--- config.mk ---
export PLATFORM = sky130hd
export DESIGN_NAME = bounded_lifo_stack_core_flat
export DESIGN_NICKNAME = d
export VERILOG_FILES = /design/src/bls_pkg.sv /design/src/bls_in_if.sv /design/src/bls_out_if.sv /design/src/bls_cfg_if.sv /design/src/bls_ctrl.sv /design/src/bls_dp.sv /design/src/bounded_lifo_stack_core.sv /design/src/flat_wrapper.sv
export SDC_FILE = /design/constraint.sdc
export NUM_CORES = 1
export LEC_CHECK = 0
export BUFFER_PORTS_ARGS = -buffer_cell sky130_fd_sc_hd__buf_2
export CAP_MARGIN = 0
export CORE_MARGIN = 2
export CORE_UTILIZATION = 31
export CTS_CLUSTER_SIZE = 24
export DETAILED_ROUTE_END_ITERATION = 10
export PLACE_DENSITY = 0.54
export SLEW_MARGIN = 25
export SYNTH_ARGS = -nofsm -noshare
export SYNTH_HDL_FRONTEND = slang
export SYNTH_HIERARCHICAL = 1
export SYNTH_SLANG_ARGS = --single-unit
--- constraint.sdc ---
create_clock -name i_clk -period 7.4 [get_ports i_clk]
set_input_delay 0.37 -clock i_clk [delete_from_list [all_inputs] [get_ports i_clk]]
set_output_delay 0.37 -clock i_clk [all_outputs]
set_load 0.03 [all_outputs]
--- src/bls_pkg.sv ---
// ----------------------------------------------------------------------------
// bls_pkg
// shared sizes, operation and status codes, and controller command type
// ----------------------------------------------------------------------------
package bls_pkg;

    localparam int DEPTH  = 16;
    localparam int AW     = $clog2(DEPTH);
    localparam int CNT_W  = $clog2(DEPTH + 1);
    localparam int WORD_W = 32;
    localparam int ACT_W  = 2;
    localparam int POS_W  = 5;
    localparam int CAP_W  = 5;
    localparam int STAT_W = 2;
    localparam int CMP_W  = (CNT_W > CAP_W) ? CNT_W : CAP_W;

    localparam logic [CAP_W-1:0] CAP_RESET = CAP_W'(10);

    // operation codes
    localparam logic [ACT_W-1:0] ACT_PUSH = 2'd0;
    localparam logic [ACT_W-1:0] ACT_POP  = 2'd1;
    localparam logic [ACT_W-1:0] ACT_PEEK = 2'd2;

    // result status codes
    localparam logic [STAT_W-1:0] ST_OK        = 2'd0;
    localparam logic [STAT_W-1:0] ST_OVERFLOW  = 2'd1;
    localparam logic [STAT_W-1:0] ST_UNDERFLOW = 2'd2;
    localparam logic [STAT_W-1:0] ST_BADPOS    = 2'd3;

    // controller to datapath commands
    typedef struct packed {
        logic capture;
        logic execute;
        logic load_out;
    } t_cmd;

endpackage

--- src/bls_in_if.sv ---
// ----------------------------------------------------------------------------
// bls_in_if
// request channel: one operation word with valid/ready
// ----------------------------------------------------------------------------
interface bls_in_if;
    logic                                  valid;
    logic                                  ready;
    logic [bls_pkg::ACT_W-1:0]             action;
    logic signed [bls_pkg::WORD_W-1:0]     push_value;
    logic [bls_pkg::POS_W-1:0]             position;

    modport source (output valid, output action, output push_value, output position,
                    input ready);
    modport sink   (input valid, input action, input push_value, input position,
                    output ready);
endinterface

--- src/bls_out_if.sv ---
// ----------------------------------------------------------------------------
// bls_out_if
// result channel: one result word with valid/ready
// ----------------------------------------------------------------------------
interface bls_out_if;
    logic                                  valid;
    logic                                  ready;
    logic signed [bls_pkg::WORD_W-1:0]     data;
    logic [bls_pkg::STAT_W-1:0]            status;
    logic                                  is_empty;
    logic                                  is_full;
    logic [bls_pkg::CNT_W-1:0]             entry_count;
    logic signed [bls_pkg::WORD_W-1:0]     top_value;
    logic signed [bls_pkg::WORD_W-1:0]     bottom_value;

    modport source (output valid, output data, output status, output is_empty,
                    output is_full, output entry_count, output top_value,
                    output bottom_value, input ready);
    modport sink   (input valid, input data, input status, input is_empty,
                    input is_full, input entry_count, input top_value,
                    input bottom_value, output ready);
endinterface

--- src/bls_cfg_if.sv ---
// ----------------------------------------------------------------------------
// bls_cfg_if
// configuration write channel for the capacity register
// ----------------------------------------------------------------------------
interface bls_cfg_if;
    logic                          valid;
    logic                          ready;
    logic [bls_pkg::CAP_W-1:0]     data;

    modport source (output valid, output data, input ready);
    modport sink   (input valid, input data, output ready);
endinterface

--- src/bls_ctrl.sv ---
// ----------------------------------------------------------------------------
// bls_ctrl
// sequencer: capture, execute, then hand the result to the output register
// ----------------------------------------------------------------------------
module bls_ctrl (
    input  logic           i_clk,
    input  logic           i_rst_n,
    input  logic           i_in_valid,
    output logic           o_in_ready,
    output logic           o_out_valid,
    input  logic           i_out_ready,
    output bls_pkg::t_cmd  o_cmd
);

    typedef enum logic [1:0] {
        S_IDLE,
        S_EXEC,
        S_FINISH
    } t_state;

    t_state r_state;
    logic   r_in_ready;
    logic   r_out_valid;
    logic   out_free;

    assign out_free       = !r_out_valid || i_out_ready;
    assign o_cmd.capture  = i_in_valid && r_in_ready;
    assign o_cmd.execute  = (r_state == S_EXEC);
    assign o_cmd.load_out = (r_state == S_FINISH) && out_free;
    assign o_in_ready     = r_in_ready;
    assign o_out_valid    = r_out_valid;

    always_ff @(posedge i_clk) begin
        if (!i_rst_n) begin
            r_state     <= S_IDLE;
            r_in_ready  <= 1'b1;
            r_out_valid <= 1'b0;
        end else begin
            if (o_cmd.load_out) begin
                r_out_valid <= 1'b1;
            end else if (i_out_ready) begin
                r_out_valid <= 1'b0;
            end
            case (r_state)
                S_IDLE: begin
                    if (o_cmd.capture) begin
                        r_state    <= S_EXEC;
                        r_in_ready <= 1'b0;
                    end
                end
                S_EXEC: begin
                    r_state <= S_FINISH;
                end
                S_FINISH: begin
                    if (out_free) begin
                        r_state    <= S_IDLE;
                        r_in_ready <= 1'b1;
                    end
                end
                default: begin
                    r_state    <= S_IDLE;
                    r_in_ready <= 1'b1;
                end
            endcase
        end
    end

    a_capture_to_exec: assert property (@(posedge i_clk) disable iff (!i_rst_n)
        o_cmd.capture |=> (r_state == S_EXEC) && !r_in_ready)
        else $error("captured word did not start execution");

    a_exec_to_finish: assert property (@(posedge i_clk) disable iff (!i_rst_n)
        (r_state == S_EXEC) |=> (r_state == S_FINISH))
        else $error("execute step did not move to finish");

    a_load_sets_valid: assert property (@(posedge i_clk) disable iff (!i_rst_n)
        o_cmd.load_out |=> r_out_valid && r_in_ready && (r_state == S_IDLE))
        else $error("result load did not present a word and reopen input");

    a_ready_only_idle: assert property (@(posedge i_clk) disable iff (!i_rst_n)
        r_in_ready |-> (r_state == S_IDLE))
        else $error("input ready outside idle");

endmodule

--- src/bls_dp.sv ---
// ----------------------------------------------------------------------------
// bls_dp
// stack datapath: entry memory, count, top/bottom cache and result register
// ----------------------------------------------------------------------------
module bls_dp (
    input  logic                                  i_clk,
    input  logic                                  i_rst_n,
    input  bls_pkg::t_cmd                         i_cmd,
    input  logic                                  i_cfg_we,
    input  logic [bls_pkg::CAP_W-1:0]             i_cfg_data,
    input  logic [bls_pkg::ACT_W-1:0]             i_action,
    input  logic signed [bls_pkg::WORD_W-1:0]     i_push_value,
    input  logic [bls_pkg::POS_W-1:0]             i_position,
    output logic signed [bls_pkg::WORD_W-1:0]     o_data,
    output logic [bls_pkg::STAT_W-1:0]            o_status,
    output logic                                  o_is_empty,
    output logic                                  o_is_full,
    output logic [bls_pkg::CNT_W-1:0]             o_entry_count,
    output logic signed [bls_pkg::WORD_W-1:0]     o_top_value,
    output logic signed [bls_pkg::WORD_W-1:0]     o_bottom_value
);

    logic [bls_pkg::WORD_W-1:0]         mem [bls_pkg::DEPTH];

    logic [bls_pkg::CAP_W-1:0]          r_capacity;
    logic [bls_pkg::CNT_W-1:0]          r_count;
    logic [bls_pkg::ACT_W-1:0]          r_action;
    logic signed [bls_pkg::WORD_W-1:0]  r_value;
    logic [bls_pkg::POS_W-1:0]          r_pos;
    logic signed [bls_pkg::WORD_W-1:0]  r_top;
    logic signed [bls_pkg::WORD_W-1:0]  r_bottom;
    logic signed [bls_pkg::WORD_W-1:0]  r_data;
    logic                               r_data_mem;
    logic                               r_top_reload;
    logic [bls_pkg::STAT_W-1:0]         r_status;
    logic signed [bls_pkg::WORD_W-1:0]  r_rdata;

    logic signed [bls_pkg::WORD_W-1:0]  r_o_data;
    logic [bls_pkg::STAT_W-1:0]         r_o_status;
    logic                               r_o_empty;
    logic                               r_o_full;
    logic [bls_pkg::CNT_W-1:0]          r_o_count;
    logic signed [bls_pkg::WORD_W-1:0]  r_o_top;
    logic signed [bls_pkg::WORD_W-1:0]  r_o_bottom;

    logic [bls_pkg::CMP_W-1:0]          cap_ext;
    logic [bls_pkg::CMP_W-1:0]          eff_cap;
    logic [bls_pkg::CMP_W-1:0]          cnt_ext;
    logic [bls_pkg::CMP_W-1:0]          pos_ext;
    logic [bls_pkg::CMP_W-1:0]          peek_diff;
    logic [bls_pkg::CNT_W-1:0]          pop_below;
    logic                               full;
    logic                               empty;
    logic                               push_ok;
    logic                               pop_ok;
    logic                               peek_ok;
    logic                               rd_en;
    logic [bls_pkg::AW-1:0]             rd_addr;
    logic [bls_pkg::STAT_W-1:0]         n_status;
    logic signed [bls_pkg::WORD_W-1:0]  cur_top;

    // effective capacity: zero acts as one, above the depth acts as the depth
    always_comb begin
        cap_ext = bls_pkg::CMP_W'(r_capacity);
        if (cap_ext == '0) begin
            eff_cap = bls_pkg::CMP_W'(1);
        end else if (cap_ext > bls_pkg::CMP_W'(bls_pkg::DEPTH)) begin
            eff_cap = bls_pkg::CMP_W'(bls_pkg::DEPTH);
        end else begin
            eff_cap = cap_ext;
        end
    end

    assign cnt_ext   = bls_pkg::CMP_W'(r_count);
    assign pos_ext   = bls_pkg::CMP_W'(r_pos);
    assign full      = (cnt_ext >= eff_cap);
    assign empty     = (r_count == '0);
    assign peek_diff = cnt_ext - pos_ext;
    assign pop_below = r_count - bls_pkg::CNT_W'(2);

    always_comb begin
        push_ok  = 1'b0;
        pop_ok   = 1'b0;
        peek_ok  = 1'b0;
        n_status = bls_pkg::ST_OK;
        case (r_action)
            bls_pkg::ACT_PUSH: begin
                push_ok  = !full;
                n_status = full ? bls_pkg::ST_OVERFLOW : bls_pkg::ST_OK;
            end
            bls_pkg::ACT_POP: begin
                pop_ok   = !empty;
                n_status = empty ? bls_pkg::ST_UNDERFLOW : bls_pkg::ST_OK;
            end
            bls_pkg::ACT_PEEK: begin
                peek_ok  = (r_pos != '0) && (pos_ext <= cnt_ext);
                n_status = peek_ok ? bls_pkg::ST_OK : bls_pkg::ST_BADPOS;
            end
            default: begin
                n_status = bls_pkg::ST_OK;
            end
        endcase
    end

    // one read per word: new top after a pop, or the peeked entry
    always_comb begin
        rd_en   = 1'b0;
        rd_addr = peek_diff[bls_pkg::AW-1:0];
        if (i_cmd.execute && peek_ok) begin
            rd_en = 1'b1;
        end else if (i_cmd.execute && pop_ok && (r_count > bls_pkg::CNT_W'(1))) begin
            rd_en   = 1'b1;
            rd_addr = pop_below[bls_pkg::AW-1:0];
        end
    end

    always_ff @(posedge i_clk) begin
        if (i_cmd.execute && push_ok) begin
            mem[r_count[bls_pkg::AW-1:0]] <= r_value;
        end
        if (rd_en) begin
            r_rdata <= mem[rd_addr];
        end
    end

    always_ff @(posedge i_clk) begin
        if (!i_rst_n) begin
            r_capacity <= bls_pkg::CAP_RESET;
            r_count    <= '0;
        end else begin
            if (i_cfg_we) begin
                r_capacity <= i_cfg_data;
            end
            if (i_cmd.execute && push_ok) begin
                r_count <= r_count + bls_pkg::CNT_W'(1);
            end else if (i_cmd.execute && pop_ok) begin
                r_count <= r_count - bls_pkg::CNT_W'(1);
            end
        end
    end

    assign cur_top = r_top_reload ? r_rdata : r_top;

    always_ff @(posedge i_clk) begin
        if (i_cmd.capture) begin
            r_action <= i_action;
            r_value  <= i_push_value;
            r_pos    <= i_position;
        end
        if (i_cmd.execute) begin
            r_status     <= n_status;
            r_data       <= pop_ok ? r_top : '0;
            r_data_mem   <= peek_ok;
            r_top_reload <= pop_ok && (r_count > bls_pkg::CNT_W'(1));
            if (push_ok) begin
                r_top <= r_value;
                if (empty) begin
                    r_bottom <= r_value;
                end
            end
        end
        if (i_cmd.load_out) begin
            r_top        <= cur_top;
            r_top_reload <= 1'b0;
            r_o_data     <= r_data_mem ? r_rdata : r_data;
            r_o_status   <= r_status;
            r_o_empty    <= empty;
            r_o_full     <= full;
            r_o_count    <= r_count;
            r_o_top      <= empty ? '0 : cur_top;
            r_o_bottom   <= empty ? '0 : r_bottom;
        end
    end

    assign o_data         = r_o_data;
    assign o_status       = r_o_status;
    assign o_is_empty     = r_o_empty;
    assign o_is_full      = r_o_full;
    assign o_entry_count  = r_o_count;
    assign o_top_value    = r_o_top;
    assign o_bottom_value = r_o_bottom;

    a_count_bound: assert property (@(posedge i_clk) disable iff (!i_rst_n)
        bls_pkg::CMP_W'(r_count) <= bls_pkg::CMP_W'(bls_pkg::DEPTH))
        else $error("entry count beyond depth");

    a_count_quiet: assert property (@(posedge i_clk) disable iff (!i_rst_n)
        !i_cmd.execute |=> $stable(r_count))
        else $error("entry count moved outside execute");

    a_push_grows: assert property (@(posedge i_clk) disable iff (!i_rst_n)
        (i_cmd.execute && push_ok) |=> (r_count == $past(r_count) + bls_pkg::CNT_W'(1)))
        else $error("accepted push did not grow the stack");

endmodule

--- src/bounded_lifo_stack_core.sv ---
// ----------------------------------------------------------------------------
// bounded_lifo_stack_core
// bounded lifo stack of signed 32-bit words with programmable capacity
// ----------------------------------------------------------------------------
// Each request word is a push, a pop or a peek (position 1 is the top) and
// yields exactly one result word carrying the popped or peeked data, a status
// (ok, overflow, underflow, bad position) and the empty/full flags, count,
// top and bottom entries after the operation. Acceptance captures a request,
// the execute state then performs it (one memory write or one registered
// memory read) and the finish state loads the result register, which then
// presents the result. The input reopens with that load, so a request is
// taken only after the previous one has been executed and loaded. The load,
// and with it the reopening of the input, waits for as long as the output
// register still holds a word that has not been taken; a new request is taken
// while the previous result still waits in the output register. Capacity is
// written through the config channel, which is always ready; the user must
// write it only while no request is in flight, the block does not enforce
// this. A value of 0 acts as 1 and values above the depth act as the depth.
// Entries live in a 16-word memory with one read and one write port and are
// only read at positions that a push has written, so no clearing pass
// follows reset.
// ----------------------------------------------------------------------------
module bounded_lifo_stack_core (
    input  logic       i_clk,
    input  logic       i_rst_n,
    bls_in_if.sink     i_req,
    bls_out_if.source  o_rsp,
    bls_cfg_if.sink    i_cfg
);

    bls_pkg::t_cmd cmd;
    logic          in_ready;
    logic          out_valid;

    // config register write is always accepted
    assign i_cfg.ready = 1'b1;
    assign i_req.ready = in_ready;
    assign o_rsp.valid = out_valid;

    // sequencer: owns both handshakes
    bls_ctrl u_ctrl (
        .i_clk       (i_clk),
        .i_rst_n     (i_rst_n),
        .i_in_valid  (i_req.valid),
        .o_in_ready  (in_ready),
        .o_out_valid (out_valid),
        .i_out_ready (o_rsp.ready),
        .o_cmd       (cmd)
    );

    // datapath: entry memory, count, top/bottom cache, result register
    bls_dp u_dp (
        .i_clk          (i_clk),
        .i_rst_n        (i_rst_n),
        .i_cmd          (cmd),
        .i_cfg_we       (i_cfg.valid),
        .i_cfg_data     (i_cfg.data),
        .i_action       (i_req.action),
        .i_push_value   (i_req.push_value),
        .i_position     (i_req.position),
        .o_data         (o_rsp.data),
        .o_status       (o_rsp.status),
        .o_is_empty     (o_rsp.is_empty),
        .o_is_full      (o_rsp.is_full),
        .o_entry_count  (o_rsp.entry_count),
        .o_top_value    (o_rsp.top_value),
        .o_bottom_value (o_rsp.bottom_value)
    );

endmodule

--- src/flat_wrapper.sv ---
// flat-port wrapper written by rule: the top's interface ports become plain ports
module bounded_lifo_stack_core_flat 
  (i_clk, i_rst_n, i_req_valid, i_req_action, i_req_push_value, i_req_position, i_req_ready, o_rsp_valid, o_rsp_data, o_rsp_status, o_rsp_is_empty, o_rsp_is_full, o_rsp_entry_count, o_rsp_top_value, o_rsp_bottom_value, o_rsp_ready, i_cfg_valid, i_cfg_data, i_cfg_ready);
  bls_in_if i_req_i ();
  bls_out_if o_rsp_i ();
  bls_cfg_if i_cfg_i ();
  input  logic i_clk;
  input  logic i_rst_n;
  input wire logic [$bits(i_req_i.valid)-1:0] i_req_valid;
  input wire logic [$bits(i_req_i.action)-1:0] i_req_action;
  input wire logic [$bits(i_req_i.push_value)-1:0] i_req_push_value;
  input wire logic [$bits(i_req_i.position)-1:0] i_req_position;
  output wire logic [$bits(i_req_i.ready)-1:0] i_req_ready;
  output wire logic [$bits(o_rsp_i.valid)-1:0] o_rsp_valid;
  output wire logic [$bits(o_rsp_i.data)-1:0] o_rsp_data;
  output wire logic [$bits(o_rsp_i.status)-1:0] o_rsp_status;
  output wire logic [$bits(o_rsp_i.is_empty)-1:0] o_rsp_is_empty;
  output wire logic [$bits(o_rsp_i.is_full)-1:0] o_rsp_is_full;
  output wire logic [$bits(o_rsp_i.entry_count)-1:0] o_rsp_entry_count;
  output wire logic [$bits(o_rsp_i.top_value)-1:0] o_rsp_top_value;
  output wire logic [$bits(o_rsp_i.bottom_value)-1:0] o_rsp_bottom_value;
  input wire logic [$bits(o_rsp_i.ready)-1:0] o_rsp_ready;
  input wire logic [$bits(i_cfg_i.valid)-1:0] i_cfg_valid;
  input wire logic [$bits(i_cfg_i.data)-1:0] i_cfg_data;
  output wire logic [$bits(i_cfg_i.ready)-1:0] i_cfg_ready;
  assign i_req_i.valid = i_req_valid;
  assign i_req_i.action = i_req_action;
  assign i_req_i.push_value = i_req_push_value;
  assign i_req_i.position = i_req_position;
  assign i_req_ready = i_req_i.ready;
  assign o_rsp_valid = o_rsp_i.valid;
  assign o_rsp_data = o_rsp_i.data;
  assign o_rsp_status = o_rsp_i.status;
  assign o_rsp_is_empty = o_rsp_i.is_empty;
  assign o_rsp_is_full = o_rsp_i.is_full;
  assign o_rsp_entry_count = o_rsp_i.entry_count;
  assign o_rsp_top_value = o_rsp_i.top_value;
  assign o_rsp_bottom_value = o_rsp_i.bottom_value;
  assign o_rsp_i.ready = o_rsp_ready;
  assign i_cfg_i.valid = i_cfg_valid;
  assign i_cfg_i.data = i_cfg_data;
  assign i_cfg_ready = i_cfg_i.ready;
  bounded_lifo_stack_core u_core (.i_clk(i_clk), .i_rst_n(i_rst_n), .i_req(i_req_i), .o_rsp(o_rsp_i), .i_cfg(i_cfg_i));
endmodule
==> reports/metrics.cfg <==
[pwr]
combinationalPowerShare_pct=8.0
p_leak_nw=12.4
peakVddDrop_mv=0.177
p_sw_mw=2.33
p_int_mw=7.66
share_clk_of_total_power_pct=40.3
p_per_area_nw_per_um2=270
pwr-share-seq_pct=51.7
swShare_pct=23.3

[sta]
worst_slew_pin_slew_ns=1.09
timing.final.ws_setup_ns=2.25
setup_viol=0
slew_headroom_pct=27.5
fmax_mhz=194
hold_violations=0
post_route_clock_skew_ns=0.0306
setup_total_negative_slack_ns=0
period_minus_slack_ns=5.15
maxSlewViolCount=0
finalCritPeriodShare_pct=69.5
grt_setup_unrepaired=no

[floorplan]
initial_utilization_pct=31.2
fp.dieArea_um2=105000
core.rowCount=117
core_um2=101000
io-pin-count=157
floorplan.die.height_um=323
floorplan.die.width_um=323

[final_layout]
drive_above_1_share_pct=16.9
area.growth.synth_to_final_pct=17.2
most-common-layout-cells=edfxtp_1, nand3_1, buf_2
final_net_count=2272
layout.cells.most_common=edfxtp_1
n_fill_cell=9486

[global_routing]
grt-ovfl-total=0
grt_util_all_layers_pct=15.9
grt_first_pass_wirelength_um=124000
first_global_vias=18600
number_of_antenna_violations_at_the_first_check_in_global_routing=12
maximum_number_of_pins_on_one_net_before_global_route_repair=163

[run]
drv_cap=0

[critical_path]
worstPathMaxFanout=76
crit_path_start_kind=flip-flop
cp.required_ns=7.77
critPathKind=flip-flop to flip-flop
data_arrival_time_at_the_worst_slack_endpoint_ns=5.52
type_of_destination_of_the_critical_path=flip-flop

[clock_tree]
clk_pin_slew_worst_paths_ns=0.06
root_buffer=clkbuf_16
post_cts.repair.setup_buffers=0
h-tree-depth=3
cts_hold_buffers=43
clkLatencyLatePin_ns=0.64
cts-buffers-inserted=81
clock_path_buffers=3
post_cts_resized=0
tritoncts_clock_tree=yes
tritoncts_num_sinks=802

[placed_design]
place_hpwl_um=45300
placement.io_buffers=155
dp_worst_setup_slack_ns=2.28
place_congestion=0.795

[synthesis]
synth_cells=2028
synthesis.area_per_instance_um2=15.6
ys_types=61
synth_fp_nets=2098
async_reset_ff_share_pct=0
dominantRegCellSynth=edfxtp_1
post_synth_instance_area_um2=31600
synthesis.yosys.warnings=6
synth-seq-cells=802
synth_enable_flop_cells=787
ys_seq_area_share_pct=75.7

[route]
drt.antenna.violating_nets=0
via_count=18600
viasPerCell=5.10
postRouteWirelength_um=83900
pre_repair_dr_iteration_count=5
dr.first_iter.drc_count=1790
drc=0
wl_per_cell_um=23.1

[worst_hold_path]
min-delay-path-class=input pin to flip-flop

[status]
run_status=finished, final reports clean

==> cell usage after synthesis, types with 15 or more instances <==
library cell | instances | area share [%]
edfxtp_1 | 787 | 75
nand3_1 | 189 | 3.0
a21oi_1 | 101 | 1.6
mux2i_1 | 101 | 3.2
o21ai_0 | 101 | 1.6
clkbuf_1 | 97 | 1.2
nor2_1 | 90 | 1.1
nand2_1 | 89 | 1.1
and2_1 | 67 | 1.3
a32oi_1 | 64 | 1.8
a221o_1 | 62 | 2.0
and3_1 | 37 | 0.73
a211o_1 | 33 | 0.91
mux2_2 | 32 | 1.1
buf_2 | 25 | 0.40
ha_1 | 20 | 0.79
buf_1 | 15 | 0.18
dfxtp_1 | 15 | 0.95
==> path summary, 6_finish.rpt <==
| kind | cells past startpoint | to | start | slack [ns] |
|---|---|---|---|---|
| worst min-delay path | 2 | u_core/u_dp/cap_ext[3]$_SDFFE_PN1P_ | i_rst_n | 0.05 |
| worst max register to register | 11 | u_core/u_dp/r_rdata[23]$_DFFE_PP_ | u_core/u_dp/cnt_ext[0]$_SDFFE_PN0P_ | 2.25 |
| worst max-delay path | 11 | u_core/u_dp/r_rdata[23]$_DFFE_PP_ | u_core/u_dp/cnt_ext[0]$_SDFFE_PN0P_ | 2.25 |
| worst min register to register | 0 | u_core/u_dp/o_status[0]$_DFFE_PP_ | u_core/u_dp/r_status[0]$_DFFE_PP_ | 0.42 |
==> worst max-delay path: stages, from the launching register on <==
cell     delay, ns
dfxtp_1       0.55
inv_1         0.25
ha_1          0.28
or4b_1        0.17
buf_4         0.39
and2_1        0.45
nand3_4       0.67
nand2_8       0.84
buf_4         0.64
mux2i_1       0.26
a221o_1       0.17
nand3_1       0.08
==> registers in the layout (all words and copies together) (netlist names), 2 cells and up <==
register	count
u_core/u_dp/mem	512
u_core/u_dp/o_bottom_value	32
u_core/u_dp/o_data	32
u_core/u_dp/o_top_value	32
u_core/u_dp/r_bottom	32
u_core/u_dp/r_data	32
u_core/u_dp/r_rdata	32
u_core/u_dp/r_top	32
u_core/u_dp/r_value	32
u_core/u_dp/cap_ext	5
u_core/u_dp/cnt_ext	5
u_core/u_dp/o_entry_count	5
u_core/u_dp/pos_ext	5
u_core/u_ctrl/r_state	2
u_core/u_dp/o_status	2
u_core/u_dp/r_action	2
u_core/u_dp/r_status	2
==> routing by layer <==
layer / track usage (%) / up-vias / wire length [um]
met5: 0 / - / 33
met1: 21.4 / 9470 / 36100
met2: 26.2 / 671 / 40300
li1: - / 8289 / -
met4: 5.43 / 4 / 2200
met3: 2.39 / 129 / 5270
==> final cells by class <==
type	instances	area [um2]	area share, %
flip-flops and latches	802	23900	64.6
multi-input cells	1063	7190	19.4
clock buffers	98	2130	5.76
well taps	1368	1710	4.62
repair buffers	239	1560	4.21
clock inverters	49	464	1.25
inverters	15	56.3	0.152
diodes	3	7.51	0.0203
==> per-stage QoR <==
| step | cell area [um2] | power [mW] | cells | util [%] | hold slack [ns] |
|---|---|---|---|---|---|
| floorplan | 31600 | 5.77 | 2028 | - | 0.400 |
| global placement | 34000 | 6.03 | 3443 | 33.5 | 0.419 |
| detailed placement | 34000 | 6.05 | 3444 | 33.5 | 0.410 |
| CTS | 37100 | 10.1 | 3634 | 36.5 | 0.0146 |
| global route | 37100 | 10.4 | 3637 | 36.5 | 0.0466 |
| finish | 37100 | 10.0 | 3637 | 36.5 | 0.0456 |
==> kinds of logic after synthesis <==
kind of cell    count (synthesis)  share of synthesized area (%)
buf+inv                       163                           2.26
fa+ha+maj                      21                          0.854
xor+xnor                        4                          0.111
simple gates                  514                           8.14
flops                         802                           75.7
mux                           133                           4.34
compound gates                390                           8.62
other cells                     1                         0.0119
==> power by group through the flow <==
stage | Sequential [mW] | Combinational (mW) | Clock, mW
after floorplan | 5.25 | 0.516 | 0
after CTS | 5.17 | 0.805 | 4.13
after global routing | 5.18 | 0.874 | 4.31
final | 5.17 | 0.802 | 4.03
after detailed placement | 5.27 | 0.783 | 0
after global placement | 5.26 | 0.765 | 0
No activity file was read; power rests on OpenSTA's default activity.
